--- src/hdl/toroidal_volume_origin_update_macros.svh ---
// Assertion macros for the toroidal volume origin update block.
// No dependencies; included by the top level only.
`ifndef TOROIDAL_VOLUME_ORIGIN_UPDATE_MACROS_SVH
`define TOROIDAL_VOLUME_ORIGIN_UPDATE_MACROS_SVH
`ifndef SYNTHESIS
// same-cycle implication, disabled during reset
`define TVO_ASSERT_IMPL(label, clk, rst, ante, cons) \
   label: assert property (@(posedge clk) disable iff (rst) (ante) |-> (cons)) \
      else $error("tvo assertion failed");
// next-cycle implication, disabled during reset
`define TVO_ASSERT_NEXT(label, clk, rst, ante, cons) \
   label: assert property (@(posedge clk) disable iff (rst) (ante) |=> (cons)) \
      else $error("tvo assertion failed");
`else
`define TVO_ASSERT_IMPL(label, clk, rst, ante, cons)
`define TVO_ASSERT_NEXT(label, clk, rst, ante, cons)
`endif
`endif

--- src/hdl/tvo_pkg.sv ---
// Shared types and constants for the toroidal volume origin update block.
// No dependencies; used by every module of the block.
`default_nettype none

package tvo_pkg;

   // default configuration
   localparam int RES_X_DEF    = 64;
   localparam int RES_Y_DEF    = 32;
   localparam int RES_Z_DEF    = 64;
   localparam int CASCADES_DEF = 3;

   // field widths
   localparam int COORD_W   = 20;
   localparam int CASCADE_W = 2;
   localparam int EXTENT_W  = 7;
   localparam int THRESH_W  = 7;

   localparam logic [THRESH_W-1:0] MOVE_THRESHOLD_RST = 7'd4;

   typedef enum logic [1:0] {
      ST_NOT_MOVED = 2'd0,
      ST_MOVED     = 2'd1,
      ST_TELEPORT  = 2'd2
   } status_type;

   typedef struct packed {
      logic [CASCADE_W-1:0]      cascade;
      logic signed [COORD_W-1:0] target_x;
      logic signed [COORD_W-1:0] target_y;
      logic signed [COORD_W-1:0] target_z;
   } req_type;

   typedef struct packed {
      status_type                status;
      logic signed [COORD_W-1:0] start_x;
      logic signed [COORD_W-1:0] start_y;
      logic signed [COORD_W-1:0] start_z;
      logic [EXTENT_W-1:0]       extent_x;
      logic [EXTENT_W-1:0]       extent_y;
      logic [EXTENT_W-1:0]       extent_z;
      logic signed [COORD_W-1:0] origin_x;
      logic signed [COORD_W-1:0] origin_y;
      logic signed [COORD_W-1:0] origin_z;
   } rsp_type;

   // cascade state write port
   typedef struct packed {
      logic                      en;
      logic [CASCADE_W-1:0]      cascade;
      logic signed [COORD_W-1:0] origin_x;
      logic signed [COORD_W-1:0] origin_y;
      logic signed [COORD_W-1:0] origin_z;
   } wr_type;

   // cascade state read data
   typedef struct packed {
      logic                      valid;
      logic signed [COORD_W-1:0] origin_x;
      logic signed [COORD_W-1:0] origin_y;
      logic signed [COORD_W-1:0] origin_z;
   } rd_type;

endpackage

`default_nettype wire

--- src/hdl/tvo_store.sv ---
// Per-cascade origin registers and valid flags, one read and one write port.
// Depends on tvo_pkg.
`default_nettype none

module tvo_store #(
   parameter int CASCADES = tvo_pkg::CASCADES_DEF
) (
   input  wire logic                           clock,
   input  wire logic                           reset,
   input  wire logic [tvo_pkg::CASCADE_W-1:0]  rd_cascade,
   output tvo_pkg::rd_type                     rd,
   input  wire tvo_pkg::wr_type                wr
);

   logic                                  valid_ff [CASCADES];
   logic signed [tvo_pkg::COORD_W-1:0]    org_x_ff [CASCADES];
   logic signed [tvo_pkg::COORD_W-1:0]    org_y_ff [CASCADES];
   logic signed [tvo_pkg::COORD_W-1:0]    org_z_ff [CASCADES];

   // valid flags: cleared at reset, set by any write
   always_ff @(posedge clock) begin
      for (int i = 0; i < CASCADES; i++) begin
         if (reset) begin
            valid_ff[i] <= 1'b0;
         end else if (wr.en && (int'(wr.cascade) == i)) begin
            valid_ff[i] <= 1'b1;
         end
      end
   end

   // origins: contents matter only once the flag is set
   always_ff @(posedge clock) begin
      for (int i = 0; i < CASCADES; i++) begin
         if (wr.en && (int'(wr.cascade) == i)) begin
            org_x_ff[i] <= wr.origin_x;
            org_y_ff[i] <= wr.origin_y;
            org_z_ff[i] <= wr.origin_z;
         end
      end
   end

   // read select; an index past the last cascade reads zero
   always_comb begin
      rd = '0;
      for (int i = 0; i < CASCADES; i++) begin
         if (int'(rd_cascade) == i) begin
            rd.valid    = valid_ff[i];
            rd.origin_x = org_x_ff[i];
            rd.origin_y = org_y_ff[i];
            rd.origin_z = org_z_ff[i];
         end
      end
   end

endmodule

`default_nettype wire

--- src/hdl/tvo_step.sv ---
// Update decision for one item: move, largest axis, teleport, invalid region.
// Depends on tvo_pkg.
`default_nettype none

module tvo_step #(
   parameter int RES_X = tvo_pkg::RES_X_DEF,
   parameter int RES_Y = tvo_pkg::RES_Y_DEF,
   parameter int RES_Z = tvo_pkg::RES_Z_DEF
) (
   input  wire tvo_pkg::req_type              req,
   input  wire logic                          in_range,
   input  wire tvo_pkg::rd_type               rd,
   input  wire logic [tvo_pkg::THRESH_W-1:0]  threshold,
   output tvo_pkg::rsp_type                   rsp,
   output tvo_pkg::wr_type                    wr
);

   localparam int CW = tvo_pkg::COORD_W;
   localparam int MW = CW + 1;
   localparam int RES_A [3] = '{RES_X, RES_Y, RES_Z};

   logic [CW-1:0]         tgt   [3];
   logic [CW-1:0]         org   [3];
   logic signed [MW-1:0]  mv    [3];
   logic [MW-1:0]         am    [3];
   logic [2:0]            far;
   logic [2:0]            sel;
   logic [2:0]            moved;
   logic [CW-1:0]         nxt   [3];
   logic [CW-1:0]         lt    [3];
   logic [CW-1:0]         st    [3];
   logic [tvo_pkg::EXTENT_W-1:0] ext [3];
   logic [MW-1:0]         mx;
   logic                  hold;
   logic                  teleport;

   assign tgt[0] = req.target_x;
   assign tgt[1] = req.target_y;
   assign tgt[2] = req.target_z;
   assign org[0] = rd.origin_x;
   assign org[1] = rd.origin_y;
   assign org[2] = rd.origin_z;

   // per-axis move and magnitude
   always_comb begin
      for (int i = 0; i < 3; i++) begin
         mv[i]  = {org[i][CW-1], org[i]} - {tgt[i][CW-1], tgt[i]};
         am[i]  = mv[i][MW-1] ? MW'(-mv[i]) : MW'(mv[i]);
         far[i] = am[i] >= MW'(RES_A[i]);
      end
   end

   // largest axis, ties go X, then Z, then Y
   always_comb begin
      sel[0] = (am[0] >= am[1]) && (am[0] >= am[2]);
      sel[2] = !sel[0] && (am[2] >= am[1]);
      sel[1] = !sel[0] && !sel[2];
      mx     = sel[0] ? am[0] : (sel[2] ? am[2] : am[1]);
      hold     = rd.valid && (mx < MW'(threshold));
      teleport = !rd.valid || (|far);
   end

   // new origin and invalid region per axis
   always_comb begin
      for (int i = 0; i < 3; i++) begin
         moved[i] = !teleport && sel[i];
         nxt[i]   = (teleport || moved[i]) ? tgt[i] : org[i];
         lt[i]    = nxt[i] - CW'(RES_A[i] / 2);
         st[i]    = (moved[i] && mv[i][MW-1]) ? (lt[i] + CW'(RES_A[i]) + mv[i][CW-1:0])
                                              : lt[i];
         ext[i]   = moved[i] ? am[i][tvo_pkg::EXTENT_W-1:0]
                             : tvo_pkg::EXTENT_W'(RES_A[i]);
      end
   end

   // result assembly
   always_comb begin
      rsp = '0;
      if (in_range && hold) begin
         rsp.status   = tvo_pkg::ST_NOT_MOVED;
         rsp.origin_x = org[0];
         rsp.origin_y = org[1];
         rsp.origin_z = org[2];
      end else if (in_range) begin
         rsp.status   = teleport ? tvo_pkg::ST_TELEPORT : tvo_pkg::ST_MOVED;
         rsp.start_x  = st[0];
         rsp.start_y  = st[1];
         rsp.start_z  = st[2];
         rsp.extent_x = ext[0];
         rsp.extent_y = ext[1];
         rsp.extent_z = ext[2];
         rsp.origin_x = nxt[0];
         rsp.origin_y = nxt[1];
         rsp.origin_z = nxt[2];
      end
   end

   // state write-back request
   always_comb begin
      wr.en       = in_range && !hold;
      wr.cascade  = req.cascade;
      wr.origin_x = nxt[0];
      wr.origin_y = nxt[1];
      wr.origin_z = nxt[2];
   end

endmodule

`default_nettype wire

--- src/hdl/toroidal_volume_origin_update.sv ---
// Toroidal volume origin update: one update request in, one result out.
//
// req_valid/req_ready/req_data carry a cascade index and a target texel
// origin. rsp_valid/rsp_ready/rsp_data carry the status (not moved, moved
// one axis, teleported), the invalid region start and extent, and the
// cascade origin after the update. csr_valid/csr_ready/csr_data write the
// move threshold; csr_ready is always high, write only while idle.
// The request passes the input register, then the result register, before
// rsp_valid rises. Throughput: one request per cycle while the result is
// not stalled; the per-cascade origin registers are read and written back
// as the item moves into the result register.
// A stalled result holds in the result register; the input register
// still takes one more request, after which req_ready drops.
// Reset clears both registers' valid flags, sets the threshold to 4 and
// marks every cascade invalid, so the first request to each teleports.
// Depends on tvo_pkg, tvo_store, tvo_step and the macros header.
`default_nettype none
`include "toroidal_volume_origin_update_macros.svh"

module toroidal_volume_origin_update #(
   parameter int RES_X    = tvo_pkg::RES_X_DEF,
   parameter int RES_Y    = tvo_pkg::RES_Y_DEF,
   parameter int RES_Z    = tvo_pkg::RES_Z_DEF,
   parameter int CASCADES = tvo_pkg::CASCADES_DEF
) (
   input  wire logic                          clock,
   input  wire logic                          reset,
   input  wire logic                          req_valid,
   output logic                               req_ready,
   input  wire tvo_pkg::req_type              req_data,
   output logic                               rsp_valid,
   input  wire logic                          rsp_ready,
   output tvo_pkg::rsp_type                   rsp_data,
   input  wire logic                          csr_valid,
   output logic                               csr_ready,
   input  wire logic [tvo_pkg::THRESH_W-1:0]  csr_data
);

   logic                         req_valid_ff, req_valid_in;
   tvo_pkg::req_type             req_ff, req_in;
   logic                         rsp_valid_ff, rsp_valid_in;
   tvo_pkg::rsp_type             rsp_ff, rsp_in;
   logic [tvo_pkg::THRESH_W-1:0] thresh_ff, thresh_in;
   logic                         advance;
   logic                         in_range;
   tvo_pkg::rd_type              rd;
   tvo_pkg::wr_type              step_wr;
   tvo_pkg::wr_type              wr;

   // handshake control
   assign advance   = req_valid_ff && (!rsp_valid_ff || rsp_ready);
   assign req_ready = !req_valid_ff || advance;
   assign csr_ready = 1'b1;
   assign rsp_valid = rsp_valid_ff;
   assign rsp_data  = rsp_ff;
   assign in_range  = int'(req_ff.cascade) < CASCADES;

   // next-state logic for the stage registers
   always_comb begin
      req_valid_in = (req_valid && req_ready) || (req_valid_ff && !advance);
      req_in       = (req_valid && req_ready) ? req_data : req_ff;
      rsp_valid_in = advance || (rsp_valid_ff && !rsp_ready);
      thresh_in    = (csr_valid && csr_ready) ? csr_data : thresh_ff;
   end

   // control registers
   always_ff @(posedge clock) begin
      if (reset) begin
         req_valid_ff <= 1'b0;
         rsp_valid_ff <= 1'b0;
         thresh_ff    <= tvo_pkg::MOVE_THRESHOLD_RST;
      end else begin
         req_valid_ff <= req_valid_in;
         rsp_valid_ff <= rsp_valid_in;
         thresh_ff    <= thresh_in;
      end
   end

   // payload registers
   always_ff @(posedge clock) begin
      req_ff <= req_in;
      if (advance) begin
         rsp_ff <= rsp_in;
      end
   end

   // state written only when the item moves to the result register
   always_comb begin
      wr    = step_wr;
      wr.en = step_wr.en && advance;
   end

   tvo_store #(
      .CASCADES (CASCADES)
   ) u_store (
      .clock      (clock),
      .reset      (reset),
      .rd_cascade (req_ff.cascade),
      .rd         (rd),
      .wr         (wr)
   );

   tvo_step #(
      .RES_X (RES_X),
      .RES_Y (RES_Y),
      .RES_Z (RES_Z)
   ) u_step (
      .req       (req_ff),
      .in_range  (in_range),
      .rd        (rd),
      .threshold (thresh_ff),
      .rsp       (rsp_in),
      .wr        (step_wr)
   );

   // a held item with a free result register moves on
   `TVO_ASSERT_NEXT(a_advance, clock, reset, req_valid_ff && !rsp_valid_ff, rsp_valid_ff)
   // no move reported means an empty invalid region
   `TVO_ASSERT_IMPL(a_hold_ext, clock, reset,
      rsp_valid && (rsp_data.status == tvo_pkg::ST_NOT_MOVED),
      (rsp_data.extent_x == '0) && (rsp_data.extent_y == '0) && (rsp_data.extent_z == '0))
   // teleport invalidates the whole volume along X and Y
   `TVO_ASSERT_IMPL(a_tele_ext, clock, reset,
      rsp_valid && (rsp_data.status == tvo_pkg::ST_TELEPORT),
      (rsp_data.extent_y == tvo_pkg::EXTENT_W'(RES_Y)) &&
      (rsp_data.extent_x == tvo_pkg::EXTENT_W'(RES_X)))
   // the store is written only on a transfer into the result register
   `TVO_ASSERT_IMPL(a_wr_adv, clock, reset, wr.en, advance && in_range)

endmodule

`default_nettype wire
--- config.mk ---
export PLATFORM = sky130hd
export DESIGN_NAME = toroidal_volume_origin_update
export DESIGN_NICKNAME = d
export VERILOG_FILES = /design/src/hdl/tvo_pkg.sv /design/src/hdl/tvo_store.sv /design/src/hdl/tvo_step.sv /design/src/hdl/toroidal_volume_origin_update.sv
export VERILOG_INCLUDE_DIRS = /design/src /design/src/hdl
export SDC_FILE = /design/constraint.sdc
export NUM_CORES = 1
export LEC_CHECK = 0
export BUFFER_PORTS_ARGS = -buffer_cell sky130_fd_sc_hd__buf_2
export CORE_AREA = 2 2 253 255
export CTS_CLUSTER_DIAMETER = 150
export CTS_CLUSTER_SIZE = 24
export DETAILED_ROUTE_END_ITERATION = 16
export DIE_AREA = 0 0 255 257
export GPL_TIMING_DRIVEN = 0
export PLACE_DENSITY = 0.62
export SYNTH_ARGS = -nofsm -noshare
export SYNTH_HDL_FRONTEND = slang
export SYNTH_SLANG_ARGS = --single-unit
--- constraint.sdc ---
create_clock -name clock -period 14.1 [get_ports clock]
set_clock_uncertainty 0.2 [all_clocks]
set_input_delay 1.41 -clock clock [delete_from_list [all_inputs] [get_ports clock]]
set_output_delay 1.41 -clock clock [all_outputs]
set_load 0.02 [all_outputs]
==> flow_metrics.tcl, run 1 <==
set metrics [dict create \
    die_y_um 257 \
    multi_input_area_sq_um 15000 \
    worstReg2RegStart "req_ff[60]" \
    area_delta_synth_final_pct 12.2 \
    worst-r2r-cell-count 51 \
    slowest_delay_ns 0.64 \
    layout_common_cells "edfxtp_1 (387), nor2_1 (243), ha_1 (235)" \
    period_share_pct 97.5 \
    synth-seq-cells 397 \
    cts_made_buffers 20 \
    synth_flop_cell "edfxtp_1" \
    cp-end-kind "flop" \
    min_to "u_store.valid_ff[2]" \
    critPathKind "reg2reg" \
    fmax_ghz 0.0728 \
    hold_ws_ns 0.293 \
    syn_area_sq_um 27900 \
    outcome "completed" \
    clock-root-buffer "clkbuf_16" \
    seq_area_frac_synth_pct 42.3 \
    synthAdderAreaFrac_pct 11.1 \
    clock-sinks 397 \
    rsz0062_at_grt "yes" \
    placementRows 92 \
    grt_usage_pct 27.5 \
    antenna_cells 0 \
    avgSynthCellArea_sq_um 9.84 \
    hold_buffers 0 \
    antenna_found_initial 1 \
    placedCellCount 3916 \
    cts_tree "done" \
    cp_common_cell "ha_1" \
    p_leak_uw 0.0131 \
    portBuffers 217 \
    vias 23308 \
    drt_pass1_iterations 5 \
    yosys_warnings 0 \
    initialDrtViolationCount 1904 \
    post_drt_wl_per_cell_um 23.3 \
    via_per_inst 5.90 \
    grt-ovfl-total 0 \
    synth_top_family_by_area "compound AO/OA/AOI/OAI gates" \
    worstPathMaxFanout 10 \
    drive_above_1_share_pct 13.2 \
    synthMuxAreaShare_pct 6.21 \
    final_common_cell "edfxtp_1" \
    finalWirelength_um 92000 \
    crit_path_start_kind "flop" \
    seq_area_sq_um 11800 \
    path_clk_slew_ns 0.10 \
    slew_violations 0 \
    synth-simple-area-share_pct 14.9 \
    clkLatencyLatePin_ns 0.57 \
    powerDensity_nw_per_um2 119 \
    power.total_uw 3730 \
    synth_compound_area_share_pct 15.1 \
    hold_viol_final 0 \
    synthArstFlopShare_pct 0 \
    synth_edf_count 387 \
    grt_pass1_wl_um 137000 \
    fin_cells 3948 \
    nFillCells 5855 \
    coreArea_sq_um 62700 \
    cp.required_ns 14.20 \
    synthXorXnorAreaFrac_pct 5.54 \
    place.gp.congestion 0.969 \
    fin_nets 3411 \
    max_cap_viol_count 0 \
    worstMarginPinSlew_ns 1.31 \
    synth_cell_types 99 \
    worstHoldStart "u_store.valid_ff[2]" \
    crit_slowest_cell "or4_1" \
    cts_buffer_depth 3 \
    post-dp-hpwl_um 72000 \
    drc 0 \
    grt_max_degree 37 \
    holdPathStages 2 \
    tns_ns 0 \
    synth_nets 3156 \
    htreeDepth 1 \
    die_x_um 255 \
    period_minus_slack_ns 13.74 \
    finalSetupViolCount 0 \
    worstPathArrival_ns 13.84 \
    synth_cells 2839 \
    num_io_pins 220 \
    timing.rr.end "rsp_data[140]" \
    max_slew_margin_pct 12.8 \
    hold_class "reg2reg" \
    ant_nets 0 \
    rrSetupSlack_ns 0.36 \
    dieArea_sq_um 65500 \
    start_util_pct 44.5 \
    ir_worst_vdd_mv 0.0835 \
    grt_pass1_vias 22625 \
]
## per-stage QoR
step / cell area (sq um) / setup WS, ns / util, %
6_report: 31400 / 0.359 / 50.0
5_1_grt: 31400 / -0.240 / 50.0
4_1_cts: 31200 / 0.0220 / 49.7
3_5_place_dp: 30400 / -4.10 / 48.5
3_3_place_gp: 30100 / -6.74 / 48.0
2_1_floorplan: 28000 / 0.346 / -
## synthesized netlist by cell type (23+ instances only)
library cell  count  area [sq um]
a211oi_1         25           188
a21o_1           41           308
a21oi_1         178           891
clkbuf_1         80           300
edfxtp_1        387         11600
ha_1            237          2970
inv_1           233           875
mux2i_1         160          1600
nand2_1         205           769
nand3_1          75           375
nand4_1          23           144
nor2_1          246           923
nor2b_1          26           163
nor3_1           81           405
nor4_1           29           181
o211ai_1         25           188
o21a_1           28           210
o21ai_0         150           751
or3_1            30           188
xnor2_1         117          1020
xor2_1           56           490
## cells by family (layout without fill, tap and decap cells)
group,Yosys count,count (layout)
other,2,2
flip-flops,397,397
AO/OA/AOI/OAI,654,654
adder cells (fa/ha/maj),246,246
AND/OR/NAND/NOR,850,850
multiplexers,170,170
XOR/XNOR,175,175
buffers and inverters,345,608
## power by group
group	switching [uW]	leakage (uW)	internal, uW
Combinational	1070	0.00916	639
Clock	372	0.000284	286
Sequential	21.1	0.00368	1350
Total	1460	0.0131	2270
## cell type report
class                      instances  share of cell area, %
inverter                         235                   2.81
tap                              846                   3.37
sequential                       397                   37.7
clock inverter                     2                 0.0319
timing repair buffer             239                   4.55
clock buffer                      28                   1.83
buffer                           104                   1.76
multi-input combinational       2097                   48.0
## per-layer routing
layer  wire length [um]  up-vias  part of all wire (%)  global-route usage (%)
li1                   -    10933                     -                       -
met5                  7        -                0.0076                       0
met4               3790        2                   4.1                    10.0
met3               6490      166                   7.1                    3.85
met1              39400    11313                    43                    36.8
met2              42200      894                    46                    45.1
## worst max-delay path, delay by kind of cell (launching register included)
family,cells,cell delay [ns]
AND/OR/NAND/NOR,12,3.10
buffers and inverters,13,3.04
AO/OA/AOI/OAI,13,2.86
adder cells (fa/ha/maj),6,2.01
XOR/XNOR,5,1.05
multiplexers,2,0.70
flip-flops,1,0.44
## sequential cells by signal (all words and copies together), names as in the netlist
signal            flops
u_store.valid_ff      3
u_store.org_y_ff     60
thresh_ff             7
u_store.org_x_ff     60
rsp_data            143
req_ff               62
rsp_valid             1
u_store.org_z_ff     60
req_valid_ff          1
## timing repair
item                                    CTS  global route
hold endpoints to repair                  0             0
resized for setup                        76            52
endpoints found under the setup margin  327            73
setup buffers                             3             5
pin swaps                                 0             1
## worst max path at each step
| stage | from | end | slack [ns] | cells past startpoint |
|---|---|---|---|---|
| 2_1_floorplan | req_ff[60] | u_store.org_x_ff[0][40] | 0.35 | 44 |
| 3_3_place_gp | req_ff[60] | u_store.org_y_ff[0][34] | -6.74 | 46 |
| 3_5_place_dp | req_ff[60] | rsp_data[140] | -4.10 | 57 |
| 4_1_cts | req_ff[60] | rsp_data[140] | 0.02 | 55 |
| 5_1_grt | req_ff[60] | rsp_data[140] | -0.24 | 55 |
| 6_report | req_ff[60] | rsp_data[140] | 0.36 | 51 |
Power figures use the tool's default switching activity.
==> run 2, diff against run 1 <==
--- a/config.mk
+++ b/config.mk
@@ -13,7 +13,8 @@
 export DETAILED_ROUTE_END_ITERATION = 16
 export DIE_AREA = 0 0 255 257
 export GPL_TIMING_DRIVEN = 0
-export PLACE_DENSITY = 0.62
+export PLACE_DENSITY = 0.59
+export SETUP_SLACK_MARGIN = 0.02
 export SYNTH_ARGS = -nofsm -noshare
 export SYNTH_HDL_FRONTEND = slang
 export SYNTH_SLANG_ARGS = --single-unit
==> constraint.sdc (replaced) <==
create_clock -name clock -period 15.61 [get_ports clock]
set_clock_uncertainty 0.2 [all_clocks]
set_input_delay 0.7805 -clock clock [delete_from_list [all_inputs] [get_ports clock]]
set_output_delay 0.7805 -clock clock [all_outputs]
set_load 0.02 [all_outputs]
==> run 2 against run 1 <==
Worst setup slack gained 0.22 ns. Via count up 0.21%. Non-clock buffer count fell by 2. Clock power shrank 12%. Flip-flop and latch count is the same. Highest routed layer is now met4.
==> flow_metrics.tcl, run 2 (synthesized netlist as in run 1, its figures left out) <==
set metrics [dict create \
    antenna_found_initial 4 \
    die_x_um 255 \
    max_cap_viol_count 0 \
    largest_reg_flops 143 \
    critPathLaunch "req_ff[61]" \
    vias 23357 \
    die_y_um 257 \
    rrSetupSlack_ns 0.58 \
    path_clk_slew_ns 0.10 \
    slew_violations 0 \
    slowest_delay_ns 0.93 \
    grt_usage_pct 28.3 \
    cts_tree "done" \
    p_int_uw 2030 \
    portBuffers 217 \
    finalWirelength_um 94500 \
    worstMarginPinSlew_ns 1.41 \
    clock-root-buffer "clkbuf_16" \
    seqPwrFrac_pct 36.8 \
    finalSetupViolCount 0 \
    grt_pass1_vias 22406 \
    area_delta_synth_final_pct 11.2 \
    coreArea_sq_um 62700 \
    combPwrFrac_pct 46.0 \
    clock-sinks 397 \
    powerDensity_nw_per_um2 108 \
    p_leak_uw 0.0130 \
    grt-ovfl-total 0 \
    post-dp-hpwl_um 73600 \
    ant_nets 0 \
    post_drt_wl_per_cell_um 23.9 \
    htreeDepth 1 \
    initialDrtViolationCount 1998 \
    hold_class "in2reg" \
    sw_frac_of_total_pct 39.5 \
    fin_nets 3409 \
    pwr-share-clk_pct 17.2 \
    placedCellCount 3918 \
    crit_path_start_kind "flop" \
    layout_common_cells "edfxtp_1 (387), nor2_1 (244), ha_1 (237)" \
    cp-endpoint "rsp_data[72]" \
    period_share_pct 96.3 \
    fmax_ghz 0.0665 \
    grt_max_degree 37 \
    drc 0 \
    crit_slowest_cell "clkbuf_1" \
    fin_area_sq_um 31100 \
    grt_pass1_wl_um 140000 \
    place.gp.congestion 0.957 \
    final_common_cell "edfxtp_1" \
    cp-end-kind "flop" \
    placed_area_sq_um 30400 \
    period_minus_slack_ns 15.03 \
    cts_made_buffers 20 \
    drt_pass1_iterations 6 \
    rsz0062_at_grt "no" \
    placementRows 92 \
    drive_above_1_share_pct 11.9 \
    worstReg2RegStart "req_ff[61]" \
    hold_ws_ns 0.159 \
    cp.required_ns 15.66 \
    max_slew_margin_pct 6.19 \
    clkLatencyLatePin_ns 0.60 \
    critPathKind "reg2reg" \
    p_switching_uw 1330 \
    fin_cells 3947 \
    hold_viol_final 0 \
    cts_buffer_depth 3 \
    num_io_pins 220 \
    start_util_pct 44.5 \
    worstPathMaxFanout 19 \
    timing.rr.end "rsp_data[72]" \
    ir_worst_vdd_mv 0.0790 \
    cp_common_cell "a21oi_1" \
    worstPathArrival_ns 15.08 \
    worst-r2r-cell-count 48 \
    dieArea_sq_um 65500 \
    via_per_inst 5.92 \
    outcome "completed" \
]
==> run 2: cell count changes in the layout (fill, tap and decap cells not counted), moves of 3 or more <==
| cell | previous run | this run |
|---|---|---|
| buf_2 | 228 | 231 |
| buf_6 | 4 | 10 |
| xnor2_2 | 6 | 2 |
| buf_4 | 18 | 8 |
| o21ai_2 | 9 | 2 |
| xnor2_1 | 112 | 116 |
| a21oi_2 | 5 | 2 |
| clkbuf_8 | 5 | 1 |
| o21ai_1 | 13 | 18 |
| a21oi_1 | 173 | 177 |
| clkbuf_1 | 59 | 69 |
==> run 2: metrics by stage <==
stage,TNS (ns),setup WS (ns),utilization (%),total power [uW]
after detailed placement,-372.55,-2.90,48.4,2750
after floorplan,0,0.317,-,2330
final,0,0.583,49.5,3350
after CTS,0,0.0852,49.5,3340
after global routing,0,0.0330,49.5,3560
after global placement,-1502.03,-8.94,48.0,2720
==> run 2: how the worst min path moves through the flow <==
stage / from / end / cells after the start
global route: req_data[29] / req_ff[29] / 1
floorplan: u_store.valid_ff[2] / u_store.valid_ff[2] / 2
global placement: u_store.valid_ff[2] / u_store.valid_ff[2] / 2
CTS: req_data[60] / req_ff[60] / 1
finish: req_data[60] / req_ff[60] / 1
detailed placement: u_store.valid_ff[2] / u_store.valid_ff[2] / 2
==> run 2: worst max-delay path, delay by kind of cell, from the launching register on <==
family | cells | cell delay (ns)
AO/OA/AOI/OAI | 14 | 2.72
adder cells (fa/ha/maj) | 3 | 0.87
buffers and inverters | 14 | 5.76
AND/OR/NAND/NOR | 15 | 3.96
flip-flops | 1 | 0.52
XOR/XNOR | 2 | 0.56
==> run 2: timing repair <==
| item | CTS | global route |
|---|---|---|
| setup buffers | 0 | 1 |
| hold buffers | 0 | 0 |
| resized for setup | 47 | 26 |
| setup endpoints to repair | 327 | 38 |
| pin swaps | 0 | 1 |
==> run 2: final cells by class <==
cell class,count,area (sq um)
fill,5815,31700
multi-input combinational,2097,14900
sequential,397,11800
timing repair buffer,234,1350
tap,846,1060
inverter,235,882
clock buffer,28,531
buffer,107,522
clock inverter,2,32.5
antenna,1,2.50
==> run 2: power groups by stage <==
stage	sequential (uW)	clock, uW	combinational (uW)
floorplan	1280	0	1050
global placement	1270	0	1450
detailed placement	1260	0	1500
CTS	1230	595	1510
global route	1240	631	1690
finish	1230	577	1540
==> run 2: routing by layer <==
metal / global-route usage [%] / part of all wire, % / vias up
li1: - / - / 10949
met1: 40.0 / 44 / 11356
met2: 45.8 / 46 / 909
met3: 2.58 / 6.5 / 143
met4: 8.63 / 3.3 / 0
met5: 0 / 0 / -
